`config.mk`:
```
export PLATFORM = sky130hd
export DESIGN_NAME = bfdd_fifo
export DESIGN_NICKNAME = d
export VERILOG_FILES = /design/src/rtl/core/binary_frame_difference_detector_core_assert.svh /design/src/rtl/core/bfdd_pkg.sv /design/src/rtl/core/bfdd_fifo.sv
export SDC_FILE = /design/constraint.sdc
export NUM_CORES = 1
export LEC_CHECK = 0
export ABC_CLOCK_PERIOD_IN_PS = 1700
export BUFFER_PORTS_ARGS = -buffer_cell sky130_fd_sc_hd__buf_2
export CORE_MARGIN = 2
export CORE_UTILIZATION = 56
export DETAILED_ROUTE_END_ITERATION = 8
export PLACE_DENSITY = 0.77
export SLEW_MARGIN = 20
export SYNTH_ARGS = -nofsm -noshare
export SYNTH_HDL_FRONTEND = slang
export SYNTH_SLANG_ARGS = --single-unit
```
`constraint.sdc`:
```
create_clock -name i_clk -period 1.7 [get_ports i_clk]
set_input_delay 0.34 -clock i_clk [delete_from_list [all_inputs] [get_ports i_clk]]
set_output_delay 0.34 -clock i_clk [all_outputs]
set_load 0.01 [all_outputs]
```
`src/rtl/core/binary_frame_difference_detector_core_assert.svh`:
```
// ----------------------------------------------------------------------------
// Assertion macros for the frame difference detector core
// Shared property wrappers, clocked on i_clk.
// ----------------------------------------------------------------------------
`ifndef BINARY_FRAME_DIFFERENCE_DETECTOR_CORE_ASSERT_SVH
`define BINARY_FRAME_DIFFERENCE_DETECTOR_CORE_ASSERT_SVH

// checked only while out of reset
`define BFDD_ASSERT(lbl, prop) \
    lbl: assert property (@(posedge i_clk) disable iff (!i_rst_n) prop) \
        else $error("bfdd assertion failed");

// checked also during reset
`define BFDD_ASSERT_ALWAYS(lbl, prop) \
    lbl: assert property (@(posedge i_clk) prop) \
        else $error("bfdd reset assertion failed");

`endif

```
`src/rtl/core/bfdd_pkg.sv`:
```
// ----------------------------------------------------------------------------
// bfdd_pkg
// Types and constants shared by the frame difference detector modules.
// ----------------------------------------------------------------------------
package bfdd_pkg;

    // frame geometry
    localparam int FRAME_PIXELS = 65536;
    localparam int PIX_ADDR_W   = $clog2(FRAME_PIXELS);

    // gray conversion weights, scaled by 65536
    localparam logic [23:0] WEIGHT_RED   = 24'd19588;
    localparam logic [23:0] WEIGHT_GREEN = 24'd38470;
    localparam logic [23:0] WEIGHT_BLUE  = 24'd7471;
    localparam int          PROD_W       = 24;

    // cost of one mismatching pixel
    localparam logic [32:0] MISMATCH_COST = 33'd255;

    // configuration register defaults and indexes
    localparam logic [7:0]  THR_RESET      = 8'd60;
    localparam logic [31:0] LIMIT_RESET    = 32'd200000;
    localparam int          CFG_ADDR_W     = 3;
    localparam logic        REG_BIN_THR    = 1'b0;
    localparam logic        REG_DIFF_LIMIT = 1'b1;

    // front to back queue
    localparam int Q_DEPTH = 4;
    localparam int Q_PTR_W = $clog2(Q_DEPTH);

    // one classified pixel request
    typedef struct packed {
        logic                  pix_set;
        logic [PIX_ADDR_W-1:0] addr;
        logic                  last;
    } t_pix;

endpackage

```
`src/rtl/core/bfdd_fifo.sv`:
```
// ----------------------------------------------------------------------------
// bfdd_fifo
// Short queue of classified pixels between front and back.
// ----------------------------------------------------------------------------
module bfdd_fifo
    import bfdd_pkg::*;
(
    input  logic i_clk,
    input  logic i_rst_n,
    input  logic i_push,
    input  t_pix i_pix,
    output logic o_full,
    input  logic i_pop,
    output logic o_valid,
    output t_pix o_pix
);

    t_pix               r_mem [Q_DEPTH];
    logic [Q_PTR_W-1:0] r_wr_ptr;
    logic [Q_PTR_W-1:0] r_rd_ptr;
    logic [Q_PTR_W:0]   r_count;

    assign o_full  = r_count == (Q_PTR_W + 1)'(Q_DEPTH);
    assign o_valid = r_count != '0;
    assign o_pix   = r_mem[r_rd_ptr];

    // pointers and fill count
    always_ff @(posedge i_clk) begin
        if (!i_rst_n) begin
            r_wr_ptr <= '0;
            r_rd_ptr <= '0;
            r_count  <= '0;
        end else begin
            if (i_push) begin
                r_wr_ptr <= r_wr_ptr + 1'b1;
            end
            if (i_pop) begin
                r_rd_ptr <= r_rd_ptr + 1'b1;
            end
            if (i_push && !i_pop) begin
                r_count <= r_count + 1'b1;
            end else if (i_pop && !i_push) begin
                r_count <= r_count - 1'b1;
            end
        end
    end

    // entry storage
    always_ff @(posedge i_clk) begin
        if (i_push) begin
            r_mem[r_wr_ptr] <= i_pix;
        end
    end

endmodule

```
==> reports/results.txt <==
Status: finished with violations
Failing checks: negative setup slack
Combinational share of power: 13.4%
Top FF cell, synth: edfxtp_1
Met2 usage: 31.1%
P per Cell Area: 1110 nW/um^2
Final setup margin: -167 ps
Critical path's top delay family: multiplexers
Rows: 27
CTS tree: built
Sequential area share after synthesis: 75.9%
Largest net degree at the start of global routing: 19
P_int: 3.18 mW
PortBufs: 41
Hold_buf cts: 0
Number of vias per cell: 5.33
Worst slack, placed: -124 ps
Hold Crit Class: input port to register
FF-to-FF path depth: 4
Design area: 3680 sq um
Proportion of power drawn by the clock network: 29.7%
FF-to-FF Start: r_count[0]
Max Root-Sink Buffers: 2
Final Hold Fails: 0
Clock transition at path regs: 80 ps
Slowest Stage Delay on Critical Path: 530 ps
Largest cells by area after synthesis: edfxtp_1, mux4_2, mux4_1
Net Sw Frac: 22.0%
WP buf/inv: 2
Die area: 6120 sq um
Placed standard-cell area: 3440 sq um
Distinct cells, synth: 20
R2R setup slack: 180 ps
Maxcap violations: 0
Post-synth top cells: edfxtp_1, mux4_2, and2_1, dfxtp_1, mux4_1
Most frequent cell after synthesis: edfxtp_1
Post-Synthesis Cells: 137
Vias in the first global route: 1591
CTS Root Cell: clkbuf_8
Hold path startpoint: i_pix[6]
Routed vias: 1461
RSZ-0062 raised after global routing: true
Routed Antenna Nets: 0
Net Sw Power: 0.898 mW
CP max-delay cell: mux4_2
Synth-to-layout area growth: 19.3%
Area share of the leading cell type in the synthesized netlist: 70.1%
Kind of end point of the critical path: primary output
Worst Max-Slew Pin Slew: 515 ps
Initial Utilization: 57.1%
Syn nets: 165
Yosys top cell by area: edfxtp_1
Clk_skew: 8.14 ps
Hold path depth: 1
Critical Path Start Type: register
Global Route Usage Sum: 18.3%
Final net count: 225
Lkg Pwr: 1.32 nW
Critical path, cell by cell: buf_8, mux4_2, buf_6
Mapped cell area: 3090 sq um
DRT iter0 DRCs: 92
Fmax: 0.536 GHz
Crit path DAT: 1530 ps
Share of cells above drive strength 1: 43.6%
First-pass GRT wire length: 7980 um
Antenna violations before repair: 0
HPWL after DPL: 3350 um
Global-route met1 utilization: 22.1%
Critical Path RT: 1360 ps
Grt ovf: 0
Final Max Slew Viols: 0
Slew HR: 65.6%
CTS H-tree depth: 3
Clk_lat worst skew: 340 ps
Gr busiest metal: met2
Total power draw: 4.08 mW
Seq pwr share: 56.9%
Boundary Pins: 42
TritonRoute pass-1 iters: 4
Worst Path Max Fanout: 8
Async SR Flop Fraction: 0%
Setup crit end: o_pix[8]
GPL Wtd Cong: 0.669
Post-CTS setup buffers: 0
Global Route met3 Usage: 5.86%
Critical setup path kind: register to primary output
CP Depth: 3
Final worst-path cycle share: 110%
Ys Warns: 0
Finish-stage setup viols: 18
Core Box Area: 5410 sq um
Residual DRC: 0
Die X: 78.2 um
EDFF count, synth: 72
VDD IR max: 0.639 mV
Drt wl/cell: 18.2 um
Flip-flop and latch count after synthesis: 81
Minimum clock period after layout: 1870 ps
Die Y-Extent: 78.2 um
Mean Syn Cell Area: 22.5 sq um
Total clock sinks: 81
Worst r2r dst: r_count[2]
Num CTS Buffers: 9
Total wire length: 4980 um
# diodes: 0
metrics by stage:
stage	instances	utilization [%]	hold slack [ps]	TNS, ps
floorplan	137	-	439	0
global placement	258	63.7	477	-18.2
detailed placement	258	63.7	510	-313
CTS	274	67.7	201	-3340
global route	274	68.1	202	-3830
finish	274	68.1	218	-2660
sequential cells by signal (all words and copies together) (netlist names), named ones only:
| name | flops |
|---|---|
| r_wr_ptr | 2 |
| r_mem | 72 |
| r_count | 3 |
| r_rd_ptr | 2 |
layout make-up:
| cell class | count | area [sq um] |
|---|---|---|
| Sequential cell | 81 | 2350 |
| Multi-Input combinational cell | 48 | 659 |
| Timing Repair Buffer | 53 | 397 |
| Clock inverter | 3 | 16.3 |
| Tap cell | 72 | 90.1 |
| Inverter | 4 | 15.0 |
| Fill cell | 371 | 1720 |
| Clock buffer | 13 | 159 |
placed cells by master (no fill, tap or decap), drive strengths merged, types with 2 or more instances in the layout:
cell / n
and2: 9
buf: 53
clkbuf: 13
clkinv: 2
dfxtp: 9
edfxtp: 72
ha: 5
inv: 5
mux2i: 2
mux4: 18
nor2b: 2
or3: 2
xnor2: 2
xor2: 3
how the worst min path moves through the flow:
stage / end / slack [ps]
2_1_floorplan: r_mem[0][0] / 440
3_3_place_gp: r_count[2] / 480
3_5_place_dp: r_count[2] / 510
4_1_cts: r_mem[1][6] / 200
5_1_grt: r_mem[1][6] / 200
6_report: r_mem[1][6] / 220
power groups by stage:
stage               Combinational, mW  Clock [mW]  Sequential, mW
floorplan                       0.296           0            2.35
global placement                0.454           0            2.35
detailed placement              0.484           0            2.36
CTS                             0.542        1.24            2.32
global route                    0.596        1.32            2.33
finish                          0.545        1.21            2.32
cells by family after synthesis:
family / share of synthesized area (%)
fa+ha+maj: 2.68
xor+xnor: 1.42
flops: 75.9
compound gates: 0.405
simple gates: 3.00
buf+inv: 1.82
mux: 14.8
routing by layer:
| metal | vias to the layer above | wire (um) |
|---|---|---|
| met4 | 0 | 70 |
| met2 | 39 | 2660 |
| met5 | - | 0 |
| met3 | 6 | 255 |
| met1 | 752 | 1990 |
| li1 | 664 | - |
what timing repair did:
item	CTS	global route
resized for setup	24	4
endpoints found under the setup margin	54	18
gates cloned	0	0
Note: power is estimated with default switching activity, not from simulation.
