$ cat config.mk
export PLATFORM = sky130hd
export DESIGN_NAME = bfdd_front
export DESIGN_NICKNAME = d
export VERILOG_FILES = /design/src/rtl/core/binary_frame_difference_detector_core_assert.svh /design/src/rtl/core/bfdd_pkg.sv /design/src/rtl/core/bfdd_front.sv
export SDC_FILE = /design/constraint.sdc
export NUM_CORES = 1
export LEC_CHECK = 0
export ABC_CLOCK_PERIOD_IN_PS = 8580
export BUFFER_PORTS_ARGS = -buffer_cell sky130_fd_sc_hd__clkbuf_2
export CORE_MARGIN = 1.5
export CORE_UTILIZATION = 33
export CTS_BUF_LIST = sky130_fd_sc_hd__clkbuf_16
export DETAILED_ROUTE_END_ITERATION = 16
export HOLD_SLACK_MARGIN = 0.03
export PLACE_DENSITY = 0.56
export SLEW_MARGIN = 20
export SYNTH_ARGS = -nofsm -noshare
export SYNTH_HDL_FRONTEND = slang
export SYNTH_SLANG_ARGS = --single-unit
$ cat constraint.sdc
create_clock -name i_clk -period 8.58 [get_ports i_clk]
set_input_delay 1.716 -clock i_clk [delete_from_list [all_inputs] [get_ports i_clk]]
set_output_delay 1.716 -clock i_clk [all_outputs]
set_load 0.05 [all_outputs]
$ cat src/rtl/core/binary_frame_difference_detector_core_assert.svh
// ----------------------------------------------------------------------------
// Assertion macros for the frame difference detector core
// Shared property wrappers, clocked on i_clk.
// ----------------------------------------------------------------------------
`ifndef BINARY_FRAME_DIFFERENCE_DETECTOR_CORE_ASSERT_SVH
`define BINARY_FRAME_DIFFERENCE_DETECTOR_CORE_ASSERT_SVH

// checked only while out of reset
`define BFDD_ASSERT(lbl, prop) \
    lbl: assert property (@(posedge i_clk) disable iff (!i_rst_n) prop) \
        else $error("bfdd assertion failed");

// checked also during reset
`define BFDD_ASSERT_ALWAYS(lbl, prop) \
    lbl: assert property (@(posedge i_clk) prop) \
        else $error("bfdd reset assertion failed");

`endif

$ cat src/rtl/core/bfdd_pkg.sv
// ----------------------------------------------------------------------------
// bfdd_pkg
// Types and constants shared by the frame difference detector modules.
// ----------------------------------------------------------------------------
package bfdd_pkg;

    // frame geometry
    localparam int FRAME_PIXELS = 65536;
    localparam int PIX_ADDR_W   = $clog2(FRAME_PIXELS);

    // gray conversion weights, scaled by 65536
    localparam logic [23:0] WEIGHT_RED   = 24'd19588;
    localparam logic [23:0] WEIGHT_GREEN = 24'd38470;
    localparam logic [23:0] WEIGHT_BLUE  = 24'd7471;
    localparam int          PROD_W       = 24;

    // cost of one mismatching pixel
    localparam logic [32:0] MISMATCH_COST = 33'd255;

    // configuration register defaults and indexes
    localparam logic [7:0]  THR_RESET      = 8'd60;
    localparam logic [31:0] LIMIT_RESET    = 32'd200000;
    localparam int          CFG_ADDR_W     = 3;
    localparam logic        REG_BIN_THR    = 1'b0;
    localparam logic        REG_DIFF_LIMIT = 1'b1;

    // front to back queue
    localparam int Q_DEPTH = 4;
    localparam int Q_PTR_W = $clog2(Q_DEPTH);

    // one classified pixel request
    typedef struct packed {
        logic                  pix_set;
        logic [PIX_ADDR_W-1:0] addr;
        logic                  last;
    } t_pix;

endpackage

$ cat src/rtl/core/bfdd_front.sv
// ----------------------------------------------------------------------------
// bfdd_front
// Accepts RGB pixels, converts to gray, thresholds and tags each pixel
// with its address in the frame.
// ----------------------------------------------------------------------------
module bfdd_front
    import bfdd_pkg::*;
(
    input  logic       i_clk,
    input  logic       i_rst_n,
    input  logic       i_valid,
    output logic       o_stall,
    input  logic [7:0] i_red,
    input  logic [7:0] i_green,
    input  logic [7:0] i_blue,
    input  logic       i_end_of_frame,
    input  logic [7:0] i_bin_thr,
    input  logic       i_q_full,
    output logic       o_push,
    output t_pix       o_pix
);

    logic                  r_p_valid;
    logic [PROD_W-1:0]     r_prod_r;
    logic [PROD_W-1:0]     r_prod_g;
    logic [PROD_W-1:0]     r_prod_b;
    logic                  r_last;
    logic [PIX_ADDR_W-1:0] r_addr;
    logic [PIX_ADDR_W-1:0] r_addr_cnt;
    logic [PIX_ADDR_W-1:0] n_addr_cnt;
    logic                  accept;
    logic [PROD_W:0]       gray_sum;
    logic [7:0]            gray;

    assign o_stall = r_p_valid && i_q_full;
    assign accept  = i_valid && !o_stall;
    assign o_push  = r_p_valid && !i_q_full;

    // next pixel address: wraps at frame size, restarts after frame end
    always_comb begin
        if (i_end_of_frame || r_addr_cnt == PIX_ADDR_W'(FRAME_PIXELS - 1)) begin
            n_addr_cnt = '0;
        end else begin
            n_addr_cnt = r_addr_cnt + 1'b1;
        end
    end

    // control registers
    always_ff @(posedge i_clk) begin
        if (!i_rst_n) begin
            r_p_valid  <= 1'b0;
            r_addr_cnt <= '0;
        end else begin
            if (accept) begin
                r_p_valid  <= 1'b1;
                r_addr_cnt <= n_addr_cnt;
            end else if (o_push) begin
                r_p_valid <= 1'b0;
            end
        end
    end

    // weighted channel products
    always_ff @(posedge i_clk) begin
        if (accept) begin
            r_prod_r <= PROD_W'(i_red)   * WEIGHT_RED;
            r_prod_g <= PROD_W'(i_green) * WEIGHT_GREEN;
            r_prod_b <= PROD_W'(i_blue)  * WEIGHT_BLUE;
            r_last   <= i_end_of_frame;
            r_addr   <= r_addr_cnt;
        end
    end

    // sum, truncate, threshold
    assign gray_sum = {1'b0, r_prod_r} + {1'b0, r_prod_g} + {1'b0, r_prod_b};
    assign gray     = gray_sum[23:16];

    assign o_pix.pix_set = gray > i_bin_thr;
    assign o_pix.addr    = r_addr;
    assign o_pix.last    = r_last;

endmodule

==> summary.md, run 1 <==
| Metric | Value |
|---|---|
| CP required | 6.86 ns |
| Final layout net count | roughly 1200 |
| Final min period | 5.915 ns |
| Max-cap violation count | 0 |
| HPWL Detailed | ~14 mm |
| Cell Rows | slightly above 60 |
| Via count | between 5000 and 6000 |
| I/O pin cnt | 57 |
| Unrepaired setup endpoints after global routing | no |
| Max-slew violation count | 0 |
| Worst hold path type | register to register |
| Clk_skew | around 0.011 ns |
| Vias per cell | roughly 4.5 |
| Worst slack, placed | between 2 and 3 ns |
| Cts hold-fix bufs | 0 |
| Compound-Gate Fraction of Synth Area | under 10% |
| Total CTS buffers | 9 |
| Worst-path cell chain | fa_1, ha_1, and4_1, nor2b_1, o311ai_1, o2111a_1, a21oi_1, a21oi_1, xnor2_1, ha_1, a21o_1, a21o_1, a21oi_1, o21ai_0, o21a_1, clkbuf_2 |
| # DRC | 0 |
| Routability cong. | approximately 0.86 |
| Largest family of logic cells by synthesized area | adder cells |
| Tcrit/Tclk final | between 60% and 70% |
| Most frequent cell after synthesis | ha_1 |
| Cell Area, Synth | between 9000 and 10000 um2 |
| First-pass GRT wire length | 28.52 mm |
| Power density cells | around 300 nW/um2 |
| Layout Utilization | 37.26% |
| Worst setup margin | about 2.7 ns |
| # diodes | 0 |
| Commonest register cell after synthesis | edfxtp_1 |
| Worst r2r path cells | 6 |
| Non-Filler Instances | about 1300 |
| CP max-delay cell | fa_1 |
| Total track usage | 12.47% |
| CTS root buffer | clkbuf_16 |
| Post-CTS setup buffer count | 0 |
| Die Ht | 170.7 um |
| CTS tree | built |
| Synth Area in Simple Gates | 6.715% |
| Syn Inst Count | around 840 |
| Clock transition at the registers of the reported paths | 0.07 ns |
| Achievable frequency | between 150 and 200 MHz |
| Nature of the critical path endpoint | output port |
| Clock Latency Late Sink | approximately 0.35 ns |
| Asr flop ratio synth | 0% |
| Clock sinks | 98 |
| Post-Route Setup TNS | 0 ns |
| Avg Cell Area, Syn | 11.03 um2 |
| Crit-path max cell delay | 0.47 ns |
| Slew HR | ~33% |
| Routed WL | approximately 17 mm |
| CP startpoint kind | register |
| Initial DRC count | 226 |
| Post-synthesis xor/xnor area fraction | 6.041% |
| Die X | roughly 170 um |
| Number of global-route vias before repair | between 5000 and 6000 |
| Placed cells | approximately 1300 |
| Initial antenna violation count | 0 |
| Post-CTS Resized | 0 |
| Largest net degree at the start of global routing | just over 80 |
| Post-synth top area share | approximately a quarter |
| Sequential-to-total area share from yosys stat | 29.88% |
| Routed WL per cell | approximately 13 um |
| Antenna Nets Post-Route | 0 |
| Longest Clk Path Bufs | 2 |
| CP Class | register to output port |
| Synth area leaders | edfxtp_1, ha_1, fa_1 |
| Adder-cell share of the synthesized area | between 40 and 50% |
| Drt pass-1 iters | 4 |
| Data arrival, critical path | between 4 and 5 ns |
| Area Overhead vs Synth | 11.26% |
| Final setup fails | 0 |
| Number of cells on the worst hold path | 0 |
| Initial Utilization | roughly a third |
| IO Port Bufs | 56 |
| EDFF count, synth | 81 |
| Post-synthesis register bit count | about 100 |
| Mux cell area share after synthesis | 0.2157% |
| Worst-margin pin slew | 1.003 ns |
| Area leader, netlist | edfxtp_1 |
| Synth top cells by count | ha_1, inv_1, edfxtp_1 |
| Core ar. | approximately 28000 um2 |
| Worst VDD drop | between 0.2 and 0.25 mV |
| H-tree level count | 3 |
| Worst Path Max Fanout | 4 |
| Full die area | roughly 29000 um2 |
| Gr ovfl total | 0 |
| Ys Warns | 0 |
| Leakage | slightly below 5 nW |
| Share of cells above drive strength 1 | under 10% |
| Run status | complete, no violations |
| Distinct cells, synth | 48 |
| Final hold violation count | 0 |
| Most used cell, CP | a21oi_1 |
| Synthesized Nets | approximately 1100 |
path summary, 6_finish.rpt:
| path | start | to | slack [ns] |
|---|---|---|---|
| setup / recovery | r_prod_g[9] | o_pix[17] | 2.66 |
| hold / removal | r_addr_cnt[8] | r_addr[8] | 0.49 |
| setup reg to reg | r_p_valid | r_addr_cnt[10] | 6.32 |
| hold reg to reg | r_addr_cnt[8] | r_addr[8] | 0.49 |
final cells by class:
type | instances | area (um2)
multi-input combinational | 588 | 5927
timing repair buffer | 57 | 287.8
fill | 2745 | 17380
sequential | 98 | 2773
clock buffer | 9 | 225.2
inverter | 152 | 570.5
clock inverter | 7 | 67.56
tap | 378 | 473.0
layout by cell type, fill, tap and decap left out, types with 5 or more instances in the layout:
cell       count
clkbuf_16      9
nor2b_1        8
a21oi_1       41
dfxtp_1       17
edfxtp_1      81
nand2b_1       5
nand4_1       11
nor2_1        40
and4_1         5
ha_1         189
inv_1        153
fa_1          74
a21o_1        13
o21ai_0       23
a31oi_1        6
xor2_1        26
o21a_1        10
nand3_1       11
xnor2_1       38
nor3_1         8
o21bai_1      10
nand2_1       28
clkbuf_2      56
flip-flops by register name, summed over array words and instances (netlist names):
register    count
r_addr_cnt     16
r_prod_g       23
r_prod_r       21
r_addr         16
r_prod_b       20
r_last          1
r_p_valid       1
per-stage QoR:
stage / total power, mW / hold WS, ns / area [um2]
after floorplan: 2.253 / 0.4424 / 9279
after global placement: 2.667 / 0.4586 / 10030
after detailed placement: 2.696 / 0.4619 / 10030
after CTS: 3.119 / 0.4842 / 10320
after global routing: 3.408 / 0.5091 / 10320
final: 3.077 / 0.4852 / 10320
metal layers:
metal  global-route usage, %  vias up  part of all wire [%]
met5                       0        -                     0
met4                   2.963        0                  0.94
met3                   1.804       11                   2.5
met2                   21.81       71                    48
met1                   16.18     2748                    49
li1                        -     3026                     -
critical path: cells and delay by family (launching register included):
kind	cells	cell delay, ns
flops	1	0.43
buf+inv	1	0.23
xor+xnor	1	0.14
simple gates	2	0.36
fa+ha+maj	3	1.04
compound gates	9	1.63
power breakdown:
part / internal [mW] / switching [mW]
registers: 0.684 / 0.0647
clock network: 0.226 / 0.179
logic: 0.857 / 1.07
cells by family after synthesis:
group,after synthesis
and+or+nand+nor,128
xor gates and xnor gates,64
adders and majority gates,263
AOI/OAI and AO/OA,131
muxes,2
DFF,98
buffers and inverters,155
(Power assumes the default switching activity.)
==> run 2, diff against run 1 <==
--- a/config.mk
+++ b/config.mk
@@ -5,7 +5,7 @@
 export SDC_FILE = /design/constraint.sdc
 export NUM_CORES = 1
 export LEC_CHECK = 0
-export ABC_CLOCK_PERIOD_IN_PS = 8580
+export ABC_CLOCK_PERIOD_IN_PS = 5520
 export BUFFER_PORTS_ARGS = -buffer_cell sky130_fd_sc_hd__clkbuf_2
 export CORE_MARGIN = 1.5
 export CORE_UTILIZATION = 33
==> constraint.sdc (replaced) <==
create_clock -name i_clk -period 5.52 [get_ports i_clk]
set_input_delay 1.104 -clock i_clk [delete_from_list [all_inputs] [get_ports i_clk]]
set_output_delay 1.104 -clock i_clk [all_outputs]
set_load 0.05 [all_outputs]
==> summary.md, run 2 (synthesis results as in run 1) <==
| Metric | Value |
|---|---|
| Power share of the clock group | 13.0% (about the same) |
| Achievable frequency | around 190 MHz |
| Die X | 170.7 um (unchanged) |
| HPWL Detailed | 14.38 mm (-0.19%) |
| # DRC | 0 (unchanged) |
| Max-slew violation count | 0 (unchanged) |
| Worst VDD drop | 0.2743 mV (+29%) |
| Top flop regs | r_prod_g (23), r_prod_r (21), r_prod_b (20) |
| Cell Rows | 61 (unchanged) |
| Clock sinks | 98 (unchanged) |
| Met3 routed wirelength | 434 um (+0.70%) |
| Final min period | around 5.2 ns |
| Run status | complete, no violations |
| Total track usage | 12.58% (+0.11 points) |
| Total CTS buffers | 9 (unchanged) |
| # diodes | 0 (unchanged) |
| Final layout net count | 1209 (+0.25%) |
| Vias per cell | 4.543 (about the same) |
| Routed WL | 16.95 mm (-1.3%) |
| Worst hold path type | register to register |
| Final hold violation count | 0 (unchanged) |
| Final setup fails | 0 (unchanged) |
| Via count | 5869 (+0.22%) |
| Most common cell after layout, fill and taps aside | ha_1 |
| Data arrival, critical path | 4.14 ns (-0.06 ns) |
| Largest Register | r_prod_g |
| Share of cells above drive strength 1 | 9.081% (+0.30 points) |
| Initial Utilization | 33.49% (unchanged) |
| Clock Latency Late Sink | 0.35 ns (about the same) |
| DR top layer | met4 |
| Worst Path Max Fanout | 4 (unchanged) |
| Switching Fraction | 42.43% (-0.14 points) |
| Nature of the critical path endpoint | output port |
| Metal-1 WL | 8.230 mm (-1.9%) |
| Gr ovfl total | 0 (unchanged) |
| Tcrit/Tclk final | a little over nine tenths |
| Clk_skew | 0.004188 ns (-0.006727 ns) |
| Worst-margin pin slew | 0.8049 ns (-0.1985 ns) |
| Placed cells | 1276 (+0.24%) |
| Int Power | 2.746 mW (+55%) |
| Most frequent cells in the layout | ha_1, inv_1, edfxtp_1, fa_1, clkbuf_2 |
| First-pass GRT wire length | 28.80 mm (+0.97%) |
| Initial DRC count | 219 (-3.1%) |
| Drt pass-1 iters | 4 (unchanged) |
| Routed WL per cell | 13.12 um (-1.5%) |
| Area Overhead vs Synth | 11.53% |
| Post-CTS setup buffer count | 0 (unchanged) |
| Initial antenna violation count | 0 (unchanged) |
| Core ar. | 27710 um2 (unchanged) |
| Full die area | 29130 um2 (unchanged) |
| Hold Slack | 0.4835 ns (-0.001739 ns) |
| CTS root buffer | clkbuf_16 |
| P_sw | 2.024 mW (+55%) |
| Power density cells | 461.0 nW/um2 (+55%) |
| Antenna Nets Post-Route | 0 (unchanged) |
| CTS tree | built |
| # fillers | 2784 (+1.4%) |
| Met2 wire len | 8.086 mm (-1.2%) |
| Sequential share of power | 24.4% (about the same) |
| Max reg flops | 23 (unchanged) |
| Leakage | 4.919 nW (+0.17%) |
| Die Ht | 170.7 um (unchanged) |
| CP Class | register to output port |
| CP required | 4.42 ns (-2.44 ns) |
| I/O pin cnt | 57 (unchanged) |
| Number of global-route vias before repair | 5932 (+1.1%) |
| H-tree level count | 3 (unchanged) |
| Unrepaired setup endpoints after global routing | no |
| Non-Filler Instances | 1292 (+0.23%) |
| Longest Clk Path Bufs | 2 (unchanged) |
| CP startpoint kind | register |
| Logic pwr share | 62.5% (about the same) |
| Largest net degree at the start of global routing | 67 (-17%) |
| Routability cong. | 0.8368 (-2.7%) |
| Max-cap violation count | 0 (unchanged) |
| Slew HR | 46.34% (+13 points) |
| Post-Route Setup TNS | 0 ns (unchanged) |
| Clock transition at the registers of the reported paths | 0.07 ns (about the same) |
| IO Port Bufs | 56 (unchanged) |
| Cts hold-fix bufs | 0 (unchanged) |
run 2: changes by cell type in the layout (fill, tap and decap cells not counted):
cell,delta
a21oi_2,+1
buf_4,+3
inv_1,-1
clkinv_1,+2
clkinv_2,-1
a21oi_1,-1
run 2: power groups by stage:
| stage | Combinational [mW] | Sequential, mW | Clock [mW] |
|---|---|---|---|
| 2_1_floorplan | 2.34 | 1.16 | 0 |
| 3_3_place_gp | 2.96 | 1.18 | 0 |
| 3_5_place_dp | 2.99 | 1.19 | 0 |
| 4_1_cts | 3.02 | 1.17 | 0.640 |
| 5_1_grt | 3.43 | 1.19 | 0.667 |
| 6_report | 2.98 | 1.16 | 0.622 |
run 2: timing repair:
action | in CTS | in global routing
endpoints found under the setup margin | 0 | 1
hold endpoints to repair | 0 | 0
resized for setup | 0 | 1
run 2: worst paths after layout:
path                       from             to  slack (ns)  depth (start not counted)
setup / recovery    r_prod_r[3]      o_pix[17]        0.28                         18
setup reg to reg      r_p_valid  r_addr_cnt[8]        3.22                          6
hold / removal    r_addr_cnt[8]      r_addr[8]        0.48                          0
hold reg to reg   r_addr_cnt[8]      r_addr[8]        0.48                          0
run 2: per-stage QoR:
stage	setup WS (ns)	util, %	instance area, um2	total power [mW]
after floorplan	0.4676	-	9279	3.501
after global placement	0.1167	36.29	10050	4.146
after detailed placement	0.1025	36.29	10050	4.175
after CTS	0.1815	37.34	10340	4.827
after global routing	0.008078	37.35	10350	5.289
final	0.2791	37.35	10350	4.771
run 2: worst max-delay path: stages (launching register included):
cell       delay [ns]
edfxtp_1         0.33
inv_1            0.08
fa_1             0.53
inv_1            0.04
ha_1             0.28
a41oi_1          0.22
nor2_1           0.13
o2111ai_1        0.22
o2111a_1         0.31
a21oi_2          0.12
a21oi_1          0.19
xnor2_1          0.15
ha_1             0.27
a21o_1           0.16
a21o_1           0.16
a21oi_1          0.14
o21ai_0          0.10
o21a_1           0.11
clkbuf_2         0.23
run 2: layer usage:
metal	global-route usage (%)	vias to the layer above
met5	0	-
met4	3.001	0
met3	1.735	16
met2	21.99	73
met1	16.38	2743
li1	-	3037
run 2: layout make-up:
cell class | count | area [um2] | area share, %
clock buffers | 9 | 225.2 | 2.176
clock inverters | 7 | 66.31 | 0.6408
inverters | 152 | 570.5 | 5.513
multi-input cells | 588 | 5931 | 57.31
flip-flops and latches | 98 | 2773 | 26.79
well taps | 378 | 473.0 | 4.570
repair buffers | 60 | 310.3 | 2.998
